===== src/hw/rtl/html_tag_strip_entity_decode_top_assert.svh =====
// Assertion macros shared by the tag stripper RTL.
// Depends on nothing; included by the modules that carry assertions.
`ifndef HTML_TAG_STRIP_ENTITY_DECODE_TOP_ASSERT_SVH
`define HTML_TAG_STRIP_ENTITY_DECODE_TOP_ASSERT_SVH

// Same-cycle implication, disabled during reset.
`define HTSED_ASSERT_IMP(lbl, clk, rst_n, ante, cons, msg) \
    lbl: assert property (@(posedge clk) disable iff (!rst_n) (ante) |-> (cons)) \
        else $error(msg);

// Next-cycle implication, disabled during reset.
`define HTSED_ASSERT_NXT(lbl, clk, rst_n, ante, cons, msg) \
    lbl: assert property (@(posedge clk) disable iff (!rst_n) (ante) |=> (cons)) \
        else $error(msg);

`endif


===== src/hw/rtl/htsed_pkg.sv =====
// Package for the tag stripper: entity tables, character codes, FSM state type
// and the command/status structs between controller and datapath. No dependencies.
package htsed_pkg;

    localparam int HOLD_MAX    = 5;
    localparam int ENT_COUNT   = 5;
    localparam int ENT_MAX_LEN = 6;

    localparam logic [7:0] CHAR_LT  = 8'h3C;
    localparam logic [7:0] CHAR_GT  = 8'h3E;
    localparam logic [7:0] CHAR_AMP = 8'h26;

    // &amp; &lt; &gt; &quot; &nbsp; (unused tail positions are zero)
    localparam logic [7:0] ENT_TEXT [ENT_COUNT][ENT_MAX_LEN] = '{
        '{8'h26, 8'h61, 8'h6D, 8'h70, 8'h3B, 8'h00},
        '{8'h26, 8'h6C, 8'h74, 8'h3B, 8'h00, 8'h00},
        '{8'h26, 8'h67, 8'h74, 8'h3B, 8'h00, 8'h00},
        '{8'h26, 8'h71, 8'h75, 8'h6F, 8'h74, 8'h3B},
        '{8'h26, 8'h6E, 8'h62, 8'h73, 8'h70, 8'h3B}
    };
    localparam logic [2:0] ENT_LEN [ENT_COUNT] = '{3'd5, 3'd4, 3'd4, 3'd6, 3'd6};
    localparam logic [7:0] ENT_VALUE [ENT_COUNT] = '{8'h26, 8'h3C, 8'h3E, 8'h22, 8'h20};

    typedef enum logic [2:0] {
        S_IDLE,
        S_PRE,
        S_STEP,
        S_FIN,
        S_NULL
    } state_t;

    typedef struct packed {
        logic accept;
        logic pre_emit;
        logic step;
        logic fin_emit;
        logic null_emit;
    } dp_cmd_t;

    typedef struct packed {
        logic pre_flush;
        logic step_emit;
        logic step_held_zero;
        logic k_last;
        logic out_free;
        logic fin;
        logic emitted;
    } dp_sts_t;

endpackage


===== src/hw/rtl/htsed_ctrl.sv =====
// Sequencer for the tag stripper: accepts an item, flushes a broken entity
// prefix, applies the byte, then flushes at end of text or emits an empty end result. Uses htsed_pkg.
module htsed_ctrl
    import htsed_pkg::*;
(
    input  logic    clk,
    input  logic    rst_n,
    input  logic    in_valid,
    input  dp_sts_t sts,
    output logic    in_ready,
    output dp_cmd_t cmd
);

    state_t state_reg;
    state_t state_next;

    always_ff @(posedge clk or negedge rst_n)
    begin
        if (!rst_n)
        begin
            state_reg <= S_IDLE;
        end
        else
        begin
            state_reg <= state_next;
        end
    end

    always_comb
    begin
        state_next = state_reg;
        unique case (state_reg)
            S_IDLE:
            begin
                if (in_valid)
                begin
                    state_next = S_PRE;
                end
            end
            S_PRE:
            begin
                if (!sts.pre_flush || (sts.out_free && sts.k_last))
                begin
                    state_next = S_STEP;
                end
            end
            S_STEP:
            begin
                if (!sts.step_emit || sts.out_free)
                begin
                    if (!sts.fin)
                    begin
                        state_next = S_IDLE;
                    end
                    else if (!sts.step_held_zero)
                    begin
                        state_next = S_FIN;
                    end
                    else if (!sts.emitted && !sts.step_emit)
                    begin
                        state_next = S_NULL;
                    end
                    else
                    begin
                        state_next = S_IDLE;
                    end
                end
            end
            S_FIN:
            begin
                if (sts.out_free && sts.k_last)
                begin
                    state_next = S_IDLE;
                end
            end
            S_NULL:
            begin
                if (sts.out_free)
                begin
                    state_next = S_IDLE;
                end
            end
            default:
            begin
                state_next = S_IDLE;
            end
        endcase
    end

    always_comb
    begin
        in_ready = 1'b0;
        cmd      = '0;
        unique case (state_reg)
            S_IDLE:
            begin
                in_ready   = 1'b1;
                cmd.accept = in_valid;
            end
            S_PRE:
            begin
                cmd.pre_emit = sts.pre_flush && sts.out_free;
            end
            S_STEP:
            begin
                cmd.step = !sts.step_emit || sts.out_free;
            end
            S_FIN:
            begin
                cmd.fin_emit = sts.out_free;
            end
            S_NULL:
            begin
                cmd.null_emit = sts.out_free;
            end
            default:
            begin
                in_ready = 1'b0;
            end
        endcase
    end

endmodule


===== src/hw/rtl/htsed_dpath.sv =====
// Datapath for the tag stripper: item latch, tag/hold state, entity matcher
// and the output register. Uses htsed_pkg and the assertion macro header.
`include "html_tag_strip_entity_decode_top_assert.svh"

module htsed_dpath
    import htsed_pkg::*;
(
    input  logic       clk,
    input  logic       rst_n,
    input  dp_cmd_t    cmd,
    output dp_sts_t    sts,
    input  logic [7:0] in_byte,
    input  logic       has_byte,
    input  logic       end_of_input,
    output logic       out_valid,
    input  logic       out_ready,
    output logic [7:0] out_byte,
    output logic       byte_valid,
    output logic       end_of_text
);

    logic [7:0] c_reg;
    logic       has_reg;
    logic       fin_reg;
    logic       inside_reg;
    logic [2:0] held_count_reg;
    logic [7:0] held_chars_reg [HOLD_MAX];
    logic [2:0] k_reg;
    logic       emitted_reg;
    logic       out_valid_reg;
    logic [7:0] out_byte_reg;
    logic       out_bv_reg;
    logic       out_end_reg;

    logic       any_match;
    logic       match_full;
    logic [7:0] match_val;
    logic       held_path;
    logic       ent_hit;
    logic       plain;
    logic       is_lt;
    logic       is_gt;
    logic       is_amp;
    logic       lit_out;
    logic       pre_flush;
    logic [2:0] base_held;
    logic       step_emit;
    logic [7:0] step_byte;
    logic [2:0] step_held_next;
    logic       step_inside_next;
    logic       k_last;
    logic       out_free;
    logic       out_load;
    logic [7:0] out_byte_next;
    logic       out_bv_next;
    logic       out_end_next;
    logic       end_pre;

    // Candidate = held bytes followed by the new byte, checked against each entity.
    always_comb
    begin
        logic ok;
        any_match  = 1'b0;
        match_full = 1'b0;
        match_val  = '0;
        for (int e = ENT_COUNT - 1; e >= 0; e--)
        begin
            ok = (held_count_reg < ENT_LEN[e]);
            for (int j = 0; j < HOLD_MAX; j++)
            begin
                if (3'(j) < held_count_reg)
                begin
                    ok = ok && (held_chars_reg[j] == ENT_TEXT[e][j]);
                end
            end
            for (int j = 0; j < ENT_MAX_LEN; j++)
            begin
                if (3'(j) == held_count_reg)
                begin
                    ok = ok && (c_reg == ENT_TEXT[e][j]);
                end
            end
            if (ok)
            begin
                any_match  = 1'b1;
                match_full = ((held_count_reg + 3'd1) == ENT_LEN[e]);
                match_val  = ENT_VALUE[e];
            end
        end
    end

    assign is_lt     = (c_reg == CHAR_LT);
    assign is_gt     = (c_reg == CHAR_GT);
    assign is_amp    = (c_reg == CHAR_AMP);
    assign held_path = has_reg && (held_count_reg != 3'd0) && !inside_reg;
    assign ent_hit   = held_path && any_match;
    assign pre_flush = held_path && !any_match;
    assign plain     = has_reg && !ent_hit;
    assign base_held = pre_flush ? 3'd0 : held_count_reg;
    assign lit_out   = !is_lt && !is_gt && !inside_reg;

    assign step_emit = ent_hit ? match_full : (plain && lit_out && !is_amp);
    assign step_byte = ent_hit ? match_val : c_reg;

    always_comb
    begin
        if (!has_reg)
        begin
            step_held_next = held_count_reg;
        end
        else if (ent_hit)
        begin
            step_held_next = match_full ? 3'd0 : held_count_reg + 3'd1;
        end
        else
        begin
            step_held_next = (lit_out && is_amp) ? 3'd1 : base_held;
        end
    end

    always_comb
    begin
        step_inside_next = inside_reg;
        if (plain && is_lt)
        begin
            step_inside_next = 1'b1;
        end
        else if (plain && is_gt)
        begin
            step_inside_next = 1'b0;
        end
    end

    assign k_last   = (k_reg == held_count_reg - 3'd1);
    assign out_free = !out_valid_reg || out_ready;
    // last pre-flushed byte ends the text only when the byte itself leaves nothing
    assign end_pre  = fin_reg && k_last && !step_emit && (step_held_next == 3'd0);

    assign sts.pre_flush      = pre_flush;
    assign sts.step_emit      = step_emit;
    assign sts.step_held_zero = (step_held_next == 3'd0);
    assign sts.k_last         = k_last;
    assign sts.out_free       = out_free;
    assign sts.fin            = fin_reg;
    assign sts.emitted        = emitted_reg;

    always_comb
    begin
        out_load      = 1'b0;
        out_byte_next = out_byte_reg;
        out_bv_next   = out_bv_reg;
        out_end_next  = out_end_reg;
        if (cmd.pre_emit || cmd.fin_emit)
        begin
            out_load      = 1'b1;
            out_byte_next = held_chars_reg[k_reg];
            out_bv_next   = 1'b1;
            out_end_next  = cmd.pre_emit ? end_pre : k_last;
        end
        else if (cmd.step && step_emit)
        begin
            out_load      = 1'b1;
            out_byte_next = step_byte;
            out_bv_next   = 1'b1;
            out_end_next  = fin_reg;
        end
        else if (cmd.null_emit)
        begin
            out_load      = 1'b1;
            out_byte_next = 8'h00;
            out_bv_next   = 1'b0;
            out_end_next  = 1'b1;
        end
    end

    always_ff @(posedge clk or negedge rst_n)
    begin
        if (!rst_n)
        begin
            has_reg        <= 1'b0;
            fin_reg        <= 1'b0;
            inside_reg     <= 1'b0;
            held_count_reg <= 3'd0;
            k_reg          <= 3'd0;
            emitted_reg    <= 1'b0;
            out_valid_reg  <= 1'b0;
        end
        else
        begin
            if (cmd.accept)
            begin
                has_reg     <= has_byte;
                fin_reg     <= end_of_input;
                k_reg       <= 3'd0;
                emitted_reg <= 1'b0;
            end
            if (out_load)
            begin
                emitted_reg <= 1'b1;
            end
            if (cmd.pre_emit)
            begin
                k_reg <= k_last ? 3'd0 : k_reg + 3'd1;
            end
            if (cmd.step)
            begin
                held_count_reg <= step_held_next;
                inside_reg     <= fin_reg ? 1'b0 : step_inside_next;
            end
            if (cmd.fin_emit)
            begin
                if (k_last)
                begin
                    held_count_reg <= 3'd0;
                    k_reg          <= 3'd0;
                end
                else
                begin
                    k_reg <= k_reg + 3'd1;
                end
            end
            if (out_load)
            begin
                out_valid_reg <= 1'b1;
            end
            else if (out_ready)
            begin
                out_valid_reg <= 1'b0;
            end
        end
    end

    always_ff @(posedge clk)
    begin
        if (cmd.accept)
        begin
            c_reg <= in_byte;
        end
        if (cmd.step && ent_hit && !match_full)
        begin
            held_chars_reg[held_count_reg] <= c_reg;
        end
        else if (cmd.step && plain && lit_out && is_amp)
        begin
            held_chars_reg[0] <= c_reg;
        end
        if (out_load)
        begin
            out_byte_reg <= out_byte_next;
            out_bv_reg   <= out_bv_next;
            out_end_reg  <= out_end_next;
        end
    end

    assign out_valid   = out_valid_reg;
    assign out_byte    = out_byte_reg;
    assign byte_valid  = out_bv_reg;
    assign end_of_text = out_end_reg;

    `HTSED_ASSERT_IMP(a_held_outside_tag, clk, rst_n, held_count_reg != 3'd0, !inside_reg, "held prefix inside a tag")
    `HTSED_ASSERT_IMP(a_pre_flush_range, clk, rst_n, cmd.pre_emit, (held_count_reg != 3'd0) && (k_reg < held_count_reg), "pre-flush index out of range")
    `HTSED_ASSERT_NXT(a_end_clears_state, clk, rst_n, cmd.step && fin_reg && (step_held_next == 3'd0), (held_count_reg == 3'd0) && !inside_reg, "state not cleared at end of text")

endmodule


===== src/hw/rtl/html_tag_strip_entity_decode_top.sv =====
// Each item passes through the sequencer states S_IDLE, S_PRE and S_STEP; its result is registered in S_STEP,
// after any broken entity prefix is flushed from S_PRE, one byte per result. At end of text held bytes flush
// from S_FIN and an empty end result comes from S_NULL. A new item is taken only in S_IDLE.
// The sequencer emits at most one result per cycle into one output register, stalling while it is not free.
// Reset (rst_n low, asynchronous): outside any tag, nothing held, no result pending.
module html_tag_strip_entity_decode_top
    import htsed_pkg::*;
(
    input  logic       clk,
    input  logic       rst_n,
    input  logic       s_axis_tvalid,
    output logic       s_axis_tready,
    input  logic [7:0] s_axis_tdata,  // [7:0] in_byte
    input  logic       s_axis_tuser,  // [0] has_byte
    input  logic       s_axis_tlast,  // end_of_input
    output logic       m_axis_tvalid,
    input  logic       m_axis_tready,
    output logic [7:0] m_axis_tdata,  // [7:0] out_byte
    output logic       m_axis_tuser,  // [0] byte_valid
    output logic       m_axis_tlast   // end_of_text
);

    dp_cmd_t cmd;
    dp_sts_t sts;

    htsed_ctrl u_ctrl (
        .clk      (clk),
        .rst_n    (rst_n),
        .in_valid (s_axis_tvalid),
        .sts      (sts),
        .in_ready (s_axis_tready),
        .cmd      (cmd)
    );

    htsed_dpath u_dpath (
        .clk          (clk),
        .rst_n        (rst_n),
        .cmd          (cmd),
        .sts          (sts),
        .in_byte      (s_axis_tdata),
        .has_byte     (s_axis_tuser),
        .end_of_input (s_axis_tlast),
        .out_valid    (m_axis_tvalid),
        .out_ready    (m_axis_tready),
        .out_byte     (m_axis_tdata),
        .byte_valid   (m_axis_tuser),
        .end_of_text  (m_axis_tlast)
    );

endmodule


===== config.mk =====
export PLATFORM = sky130hd
export DESIGN_NAME = html_tag_strip_entity_decode_top
export DESIGN_NICKNAME = d
export VERILOG_FILES = /design/src/hw/rtl/htsed_pkg.sv /design/src/hw/rtl/htsed_ctrl.sv /design/src/hw/rtl/htsed_dpath.sv /design/src/hw/rtl/html_tag_strip_entity_decode_top.sv
export VERILOG_INCLUDE_DIRS = /design/src /design/src/hw/rtl
export SDC_FILE = /design/constraint.sdc
export NUM_CORES = 1
export LEC_CHECK = 0
export BUFFER_PORTS_ARGS = -buffer_cell sky130_fd_sc_hd__buf_4
export CORE_MARGIN = 4
export CORE_UTILIZATION = 40
export CTS_BUF_LIST = sky130_fd_sc_hd__clkbuf_8
export CTS_CLUSTER_DIAMETER = 80
export DETAILED_ROUTE_END_ITERATION = 10
export PLACE_DENSITY = 0.64
export SLEW_MARGIN = 20
export SYNTH_ARGS = -nofsm -noshare
export SYNTH_HDL_FRONTEND = slang
export SYNTH_SLANG_ARGS = --single-unit

===== constraint.sdc =====
create_clock -name clk -period 4.3 [get_ports clk]
set_input_delay 0.215 -clock clk [delete_from_list [all_inputs] [get_ports clk]]
set_output_delay 0.215 -clock clk [all_outputs]
set_load 0.05 [all_outputs]

# Word level (Yosys, flattened, before mapping)
# Memories as Yosys holds them, arrays and structs flattened.
# Index checks and enable logic that the tools add are counted.
# Widths: inputs -> output; s select.
# op_classes
n_addsub	3
order_cmp	8
eq_ne	51
n_mux	123
reduce_logical	108
# ops
op	n
$eq 8x7->1 const B	26
$mux 1	91
$logic_and 1x1->1	77
$mux 3	21
$eq 8x6->1 const B	7
$mux 8	5
$mux 6	5
$logic_not 8->1	2
$pmux 3 s5	1
$eq 3x3->1 const B	4
$reduce_bool 3->1	4
$logic_not 1->1	11
$logic_not 3->1	3
$lt 3x3->1 const B	3
$ne 2x1->1 const B	4
$reduce_or 8->1	1
$add 3x1->3 const B	2
$eq 2x3->1 const A	2
$eq 3x2->1 const B	2
$eq 3x3->1 const A	2
$lt 1x3->1 const A	2
$lt 2x3->1 const A	2
$reduce_and 5->1	1
$logic_or 1x1->1	4
9 further kinds	11
# totals
register_bits	32
ram_bits	40
in_bits	14
out_inout_bits	12
word_cells	306
memories	1
# memory_table
memory	words	width	read_ports	rd_clocked_by_memory_dff	write_ports	line	text
u_dpath.held_chars_reg	5	8	6	0	1	htsed_dpath.sv:27	logic [7:0] held_chars_reg [HOLD_MAX];

# Logic depth before layout (Yosys ltp)
# Gate-level depths: netlist of the first run.
# An unclocked memory read counts as a cell.
# logic_depth
depth_word	46
depth_mapped	13
depth_no_buf	11

# Modules after synthesis
# Synthesis of the first run repeated with hierarchy kept, for this count alone.
# unflattened
hier_cells	426
hier_area_um2	5270.1
# modules_own_cells
module	n_inst	cells_each	area_per_inst_um2	seq_area_each_um2
htsed_dpath	1	400	5028.6	2737.6
htsed_ctrl	1	26	241.5	75.1

# Least setup slack after synthesis of the first run
# OpenSTA, ideal clock, no wires.
# synth_timing
path_kind	flip-flop to flip-flop
startpoint	register u_dpath.held_count_reg[0]
endpoint	memory u_dpath.held_chars_reg[2][0], enable pin
setup_time_ns	0.395
arrival_ns	3.686
t_required_ns	3.905
path_slack_ns	0.219
path_stages_with_launch	13
path_buffers	2
synth_period_minus_slack_ns	4.081
path_cell_list	dfrtp_1 > buf_1 > inv_1 > ha_1 > or3_1 > or4_1 > a21oi_1 > nand4_1 > nor2_2 > o31a_1 > buf_2 > nand3_1 > nor4_1
# synth_via
elab_chain_cells	45
elab_cells_between_ends	160
classes_between	1 x add/sub; 8 x order compare; 8 x eq/ne; 72 x mux; 71 x reduce/logical
# synth_lines
item	line	text
from (decl)	htsed_dpath.sv:26	logic [2:0] held_count_reg;
from (signal assigned)	htsed_dpath.sv:207	held_count_reg <= step_held_next;
$lt 3x3->1	htsed_dpath.sv:68	ok = (held_count_reg < ENT_LEN[e]);
$logic_and 1x1->1	htsed_dpath.sv:73	ok = ok && (held_chars_reg[j] == ENT_TEXT[e][j]);
$mux 1	htsed_dpath.sv:71	if (3'(j) < held_count_reg)
$logic_and 1x1->1	htsed_dpath.sv:73	
$mux 1	htsed_dpath.sv:71	
$logic_and 1x1->1	htsed_dpath.sv:73	
$mux 1	htsed_dpath.sv:71	
$logic_and 1x1->1	htsed_dpath.sv:73	
[... 27 more ...]	--	
$logic_or 1x1->1	htsed_ctrl.sv:106	cmd.step = !sts.step_emit || sts.out_free;
$mux 1	htsed_ctrl.sv:94	unique case (state_reg)
$logic_and 1x1->1 (3 in a row)	htsed_dpath.sv:243	else if (cmd.step && plain && lit_out && is_amp)
$mux 1	htsed_dpath.sv:243	
$mux 1	htsed_dpath.sv:239	if (cmd.step && ent_hit && !match_full)
$mux 1 (implied by the code)	htsed_dpath.sv:245	held_chars_reg[0] <= c_reg;
$reduce_or 8->1 (no source line)	--	
$mux 3 (no source line) or $mux 1 (tied branches)	--	
to (decl)	htsed_dpath.sv:27	
# Several ways; a longest one is shown, not always the timed one.

# Worst setup path after layout of the first run
# layout_timing
startpoint	register u_dpath.held_count_reg[1]
endpoint	memory u_dpath.held_chars_reg[0][6], enable pin
# The elaborated chain is that of the path after synthesis.

==> results.py, run 1 <==
metrics = {
    "status": {
        "status": "finished, final reports clean",
    },
    "timing": {
        "final-setup-viol-count": 0,
        "max_freq_mhz": 251,
        "min_period_over_period_pct": 92.7,
        "tns_ns": 0,
        "slew_violations": 0,
        "fin_worst_skew_ns": 0.0201,
        "finalHoldViolCount": 0,
        "fin_crit_ns": 3.99,
        "rsz0062_at_grt": "no",
        "tightest_slew_ns": 0.803,
        "slew-limit-headroom_pct": 46.5,
    },
    "power_and_ir_drop": {
        "ir_drop_mv": 0.252,
        "p_leak_nw": 2.17,
        "p_per_area_nw_per_um2": 571,
    },
    "routing": {
        "routedWlPerCell_microns": 20.3,
        "vias": 3939,
        "vias_per_cell": 5.83,
        "drc": 0,
        "drt_iter0_markers": 386,
        "first_pass_iters": 5,
        "wirelength_microns": 13700,
        "ant_nets": 0,
    },
    "flow_run": {
        "drv_cap": 0,
    },
    "final_layout": {
        "fillers": 1172,
        "nets": 521,
        "drive_above_1_share_pct": 19.8,
        "area_growth_pct": 16.2,
        "largest_reg_flops": 64,
        "fin_cells": 676,
        "antenna_cells": 0,
    },
    "clock_network": {
        "worstSkewPairLatency_ns": 0.37,
        "cts_num_sinks": 96,
        "post_cts_buffers": 0,
        "cts_buffer_depth": 2,
        "htreeDepth": 3,
        "cts_tree": "built",
        "cts_buffers": 9,
        "clock_tree.root_cell": "clkbuf_8",
        "clkTransAtPathRegs_ns": 0.10,
    },
    "logic_synthesis": {
        "synth_top_area_share_pct": 46.9,
        "synth-simple-area-share_pct": 18.5,
        "synthArstFlopShare_pct": 14.6,
        "avgSynthCellArea_sq_um": 12.1,
        "synth_top_family_by_area": "simple AND/OR/NAND/NOR gates",
        "synth_mux_area_share_pct": 9.01,
        "ys_ff_latch": 96,
        "synth_compound_area_share_pct": 13.3,
        "synth_edf_count": 82,
        "seq_area_frac_synth_pct": 53.6,
        "synth_ff_type": "edfxtp_1",
        "synth_xor_area_share_pct": 0.834,
        "synth.largest_area_cell": "edfxtp_1",
        "ys_top_cells_by_area": "edfxtp_1 47%, mux4_2 6.9%, dfrtp_1 6.7%, nand2_1 2.6%, a21oi_1 2.3%",
        "synth_fa_ha_area_share_pct": 1.91,
        "synthDistinctLibCells": 76,
        "yosysWarningCount": 0,
        "syn_inst": 434,
        "synth_area_sq_um": 5250,
    },
    "grt": {
        "grt_overflow": 0,
        "grt_max_degree": 25,
        "grt_usage_pct": 19.4,
        "grt_pass1_vias": 3903,
        "grt_pass1_wl_microns": 21800,
        "antenna_found_initial": 0,
    },
    "die": {
        "core_sq_um": 12700,
        "initial_utilization_pct": 41.3,
        "pin_count": 26,
        "rows": 41,
        "die_y_microns": 123,
        "die_area_sq_um": 15000,
        "die_w_microns": 123,
    },
    "setup_path": {
        "end_kind": "flip-flop",
        "cp_data_arrival_time_ns": 4.07,
        "worstSetupStartpointType": "flip-flop",
        "crit_fanout": 11,
        "path_class": "reg -> reg",
        "required_ns": 4.38,
    },
    "hold_path": {
        "hp-class": "in -> reg",
    },
    "placed_design": {
        "portBuffers": 25,
        "place.gp.congestion": 0.928,
        "dp_hpwl_microns": 10300,
        "place_inst": 652,
    },
}
==> Yosys cell counts, drive strengths merged (3+ instances only) <==
| cell | instances |
|---|---|
| edfxtp | 82 |
| nand2 | 36 |
| a21oi | 25 |
| nor2 | 25 |
| mux4 | 16 |
| nand3 | 15 |
| dfrtp | 14 |
| clkbuf | 12 |
| inv | 12 |
| nand4 | 10 |
| nor3 | 10 |
| mux2i | 9 |
| a31oi | 8 |
| ha | 8 |
| nand2b | 8 |
| o21ai | 8 |
| o22ai | 8 |
| buf | 7 |
| nor2b | 7 |
| nor4 | 7 |
| and3 | 6 |
| o211ai | 6 |
| and2 | 5 |
| nor4b | 5 |
| nor4bb | 5 |
| o32ai | 5 |
| a211oi | 4 |
| a31o | 4 |
| and4b | 4 |
| o31ai | 4 |
| and2b | 3 |
| nand3b | 3 |
| nand4b | 3 |
| or2 | 3 |
| xor2 | 3 |
==> layout by cell type, fill, tap and decap left out, drive strengths merged, types with 8 or more instances in the layout <==
cell type    synthesis  routed
edfxtp              82      82
buf                  7      50
nand2               36      36
nor2                25      25
a21oi               25      25
mux4                16      16
conb                 1      16
nand3               15      15
inv                 12      15
dfrtp               14      14
nor3                10      10
nand4               10      10
mux2i                9       9
clkbuf              12       9
nand2b               8       8
o21ai                8       8
o22ai                8       8
ha                   8       8
dlygate4sd3          0       8
a31oi                8       8
==> per-layer routing <==
layer  share of wire [%]  up-vias  routed length [microns]  GRT usage [%]
met2                  47      152                     6420           30.6
met5                   0        -                        0              0
li1                    -     1837                        -              -
met4                 3.1        0                      423           7.91
met3                 4.7       28                      638           3.87
met1                  45     1922                     6230           26.4
==> critical path: stages (launching register included) <==
cell and delay (ns):
dfrtp_1 0.56, inv_1 0.23, ha_1 0.32, or3_1 0.31
or4_1 0.40, a21oi_1 0.22, nand4_1 0.21, nor2_2 0.28
nor4_1 0.10, or2_2 0.40, a21oi_1 0.22, nor2b_1 0.23
buf_4 0.20
==> power by group <==
part	internal (mW)	switching, mW
Sequential	1.21	0.172
Clock	0.332	0.320
Combinational	0.551	0.901
Total	2.09	1.39
==> metrics by stage <==
| stage | setup slack [ns] | instance area [sq um] | utilization, % | power [mW] | hold slack [ns] |
|---|---|---|---|---|---|
| after floorplan | 0.219 | 5310 | - | 2.41 | -0.0806 |
| after global placement | 0.570 | 5800 | 45.6 | 2.82 | 0.0837 |
| after detailed placement | 0.418 | 5800 | 45.6 | 2.84 | 0.0871 |
| after CTS | 0.390 | 6090 | 47.9 | 3.50 | 0.00108 |
| after global routing | 0.00378 | 6100 | 48.0 | 3.69 | 0.00437 |
| final | 0.314 | 6100 | 48.0 | 3.48 | 0.0269 |
==> cell families after synthesis <==
kind of cell               count (synthesis)
and+or+nand+nor                          169
muxes                                     27
AOI/OAI and AO/OA                         96
DFF                                       96
buffers and inverters                     32
other                                      1
adders and majority gates                  8
xor gates and xnor gates                   5
==> cell type report <==
class,instances,area [sq um],area share [%]
repair buffers,58,455,7.46
clock inverters,7,98.8,1.62
multi-input cells,321,2350,38.5
clock buffers,9,124,2.03
well taps,172,215,3.53
inverters,13,48.8,0.800
flip-flops and latches,96,2810,46.1
==> final timing paths <==
check                                                    start                                     end  slack (ns)  depth (start not counted)
min                                            s_axis_tdata[4]              u_dpath.c_reg[4]$_DFFE_PP_        0.03                          1
max reg2reg                u_dpath.held_count_reg[1]$_DFF_PN0_  u_dpath.held_chars_reg[0][6]$_DFFE_PP_        0.31                         12
max                        u_dpath.held_count_reg[1]$_DFF_PN0_  u_dpath.held_chars_reg[0][6]$_DFFE_PP_        0.31                         12
min reg2reg                    u_dpath.emitted_reg$_DFFE_PN0P_         u_dpath.emitted_reg$_DFFE_PN0P_        0.53                          2
min in group asynchronous                                rst_n             u_dpath.has_reg$_DFFE_PN0P_        0.22                          2
max in group asynchronous                                rst_n            u_dpath.k_reg[2]$_DFFE_PN0P_        3.90                          2
==> repair_timing <==
item | CTS | global route
hold buffers | 7 | 1
resized for setup | 0 | 0
endpoints found under the hold margin | 20 | 1
endpoints found under the setup margin | 0 | 0
Power figures use the tool's default switching activity.
==> inputs of run 2 (changes only) <==
--- a/config.mk
+++ b/config.mk
@@ -12,7 +12,7 @@
 export CTS_BUF_LIST = sky130_fd_sc_hd__clkbuf_8
 export CTS_CLUSTER_DIAMETER = 80
 export DETAILED_ROUTE_END_ITERATION = 10
-export PLACE_DENSITY = 0.64
+export PLACE_DENSITY = 0.62
 export SLEW_MARGIN = 20
 export SYNTH_ARGS = -nofsm -noshare
 export SYNTH_HDL_FRONTEND = slang
==> constraint.sdc (replaced) <==
create_clock -name clk -period 4.6 [get_ports clk]
set_input_delay 0.23 -clock clk [delete_from_list [all_inputs] [get_ports clk]]
set_output_delay 0.23 -clock clk [all_outputs]
set_load 0.05 [all_outputs]
==> run 2 against run 1 <==
- clock skew fell by 0.0082 ns
- fmax decreased by 2.1%
- sequential share of layout area increased by 0.79 points
- final cell count fell by 1.5%
- worst hold slack lost 0.0034 ns
- first-iteration DRC count grew 4.9%
- sequential cell count stayed put
- critical path type unchanged
- critical endpoint is now u_dpath.end_of_text$_DFFE_PP_
==> results.py, run 2 (synthesis results as in run 1) <==
metrics = {
    "routing": {
        "vias": 3954,
        "vias_per_cell": 5.94,
        "drt_iter0_markers": 405,
        "wirelength_microns": 13800,
        "drc": 0,
        "first_pass_iters": 6,
        "routedWlPerCell_microns": 20.7,
        "ant_nets": 0,
    },
    "power_and_ir_drop": {
        "ir_drop_mv": 0.332,
        "power_frac_clock_pct": 17.2,
        "p_int_mw": 1.84,
        "power.switching_mw": 1.32,
        "power_switching_share_pct": 41.9,
        "p_leak_nw": 2.10,
        "power_mw": 3.16,
        "combPwrFrac_pct": 40.5,
        "p_per_area_nw_per_um2": 526,
        "p_seq_share_pct": 42.2,
    },
    "timing": {
        "min_period_over_period_pct": 88.5,
        "tightest_slew_ns": 0.891,
        "tns_ns": 0,
        "fin_crit_ns": 4.07,
        "layout_setup_ws_ns": 0.531,
        "finalHoldViolCount": 0,
        "rsz0062_at_grt": "no",
        "fin_worst_skew_ns": 0.0119,
        "final-setup-viol-count": 0,
        "slew_violations": 0,
        "slew-limit-headroom_pct": 40.6,
        "max_freq_mhz": 246,
    },
    "flow_run": {
        "drv_cap": 0,
    },
    "placed_design": {
        "dp_hpwl_microns": 10200,
        "portBuffers": 25,
        "dp_worst_setup_slack_ns": 0.617,
        "place.gp.congestion": 0.947,
    },
    "clock_network": {
        "cts_hold_buf": 6,
        "clock_tree.root_cell": "clkbuf_8",
        "clkTransAtPathRegs_ns": 0.10,
        "cts_num_sinks": 96,
        "cts_tree": "built",
        "cts_buffer_depth": 2,
        "htreeDepth": 3,
        "cts_buffers": 9,
        "post_cts_buffers": 0,
        "ctsResizeCount": 0,
        "worstSkewPairLatency_ns": 0.39,
    },
    "final_layout": {
        "nets": 511,
        "fillers": 1207,
        "largest_reg_flops": 64,
        "area_growth_pct": 14.3,
        "antenna_cells": 0,
        "final_cell_mix": "82 x edfxtp_1, 40 x buf_4, 36 x nand2_1",
        "drive_above_1_share_pct": 18.4,
        "mostFrequentLayoutCell": "edfxtp_1",
    },
    "setup_path": {
        "slowest_delay_ns": 0.61,
        "worstSetupStartpointType": "flip-flop",
        "crit_buf_inv": 1,
        "crit_fanout": 11,
        "path_class": "reg -> reg",
        "path_delay_family": "compound AO/OA/AOI/OAI gates",
        "cp_data_arrival_time_ns": 4.22,
        "path_cells": "inv_1 > ha_1 > or3_1 > or4_1 > a21oi_1 > nand4_1 > nor2_2 > o31ai_2 > o32ai_1 > nor4_1 > a2111o_1",
        "end_kind": "flip-flop",
        "crit_path_top_delay_cell": "o32ai_1",
        "required_ns": 4.75,
    },
    "status": {
        "status": "finished, final reports clean",
    },
    "grt": {
        "grt_pass1_wl_microns": 21800,
        "grt_max_degree": 25,
        "grt_pass1_vias": 3811,
        "grt_usage_pct": 19.3,
        "grt_overflow": 0,
        "antenna_found_initial": 0,
    },
    "die": {
        "core_sq_um": 12700,
        "initial_utilization_pct": 41.3,
        "die_w_microns": 123,
        "rows": 41,
        "pin_count": 26,
        "die_area_sq_um": 15000,
        "die_y_microns": 123,
    },
    "hold_path": {
        "hp-class": "in -> reg",
    },
}
==> run 2: changes by cell type in the layout (fill, tap and decap cells not counted) <==
cell,delta
buf_4,-10
bufinv_16,-2
inv_8,+2
clkinv_2,-1
clkinv_8,+1
dfrtp_1,-1
dfrtp_2,+1
==> run 2: area by class of cell <==
cell class	count	area, sq um	area share [%]
flip-flops and latches	96	2810	46.9
repair buffers	48	380	6.34
clock inverters	7	72.6	1.21
well taps	172	215	3.58
inverters	13	48.8	0.813
multi-input cells	321	2350	39.1
clock buffers	9	124	2.06
==> run 2: layer usage <==
layer	track usage (%)	part of all wire, %
met1	27.4	44
met2	30.5	47
met3	4.06	7.0
met4	4.83	1.6
met5	0	0
==> run 2: metrics by stage <==
step           instances  hold slack [ns]  util [%]  cell area [sq um]
2_1_floorplan        449          -0.0656         -               5310
3_3_place_gp         642           0.0967      45.0               5730
3_5_place_dp         642           0.0954      45.0               5730
4_1_cts              664        0.0000914      47.0               5980
5_1_grt              666          0.00346      47.2               6000
6_report             666           0.0235      47.2               6000
==> run 2: final timing paths <==
path                                                        end  depth (start not counted)                           startpoint  slack, ns
worst max-delay path              u_dpath.end_of_text$_DFFE_PP_                         11  u_dpath.held_count_reg[1]$_DFF_PN0_       0.53
worst min-delay path                 u_dpath.c_reg[7]$_DFFE_PP_                          1                      s_axis_tdata[7]       0.02
worst max register to register    u_dpath.end_of_text$_DFFE_PP_                         11  u_dpath.held_count_reg[1]$_DFF_PN0_       0.53
worst min register to register  u_dpath.emitted_reg$_DFFE_PN0P_                          2      u_dpath.emitted_reg$_DFFE_PN0P_       0.51
max in group asynchronous          u_dpath.k_reg[0]$_DFFE_PN0P_                          2                                rst_n       4.17
min in group asynchronous           u_dpath.has_reg$_DFFE_PN0P_                          2                                rst_n       0.22
==> run 2: power by group through the flow <==
| stage | sequential [mW] | clock [mW] | combinational (mW) |
|---|---|---|---|
| after detailed placement | 1.36 | 0 | 1.27 |
| after CTS | 1.34 | 0.562 | 1.28 |
| after global routing | 1.36 | 0.603 | 1.38 |
| after floorplan | 1.40 | 0 | 0.852 |
| final | 1.33 | 0.545 | 1.28 |
| after global placement | 1.35 | 0 | 1.27 |
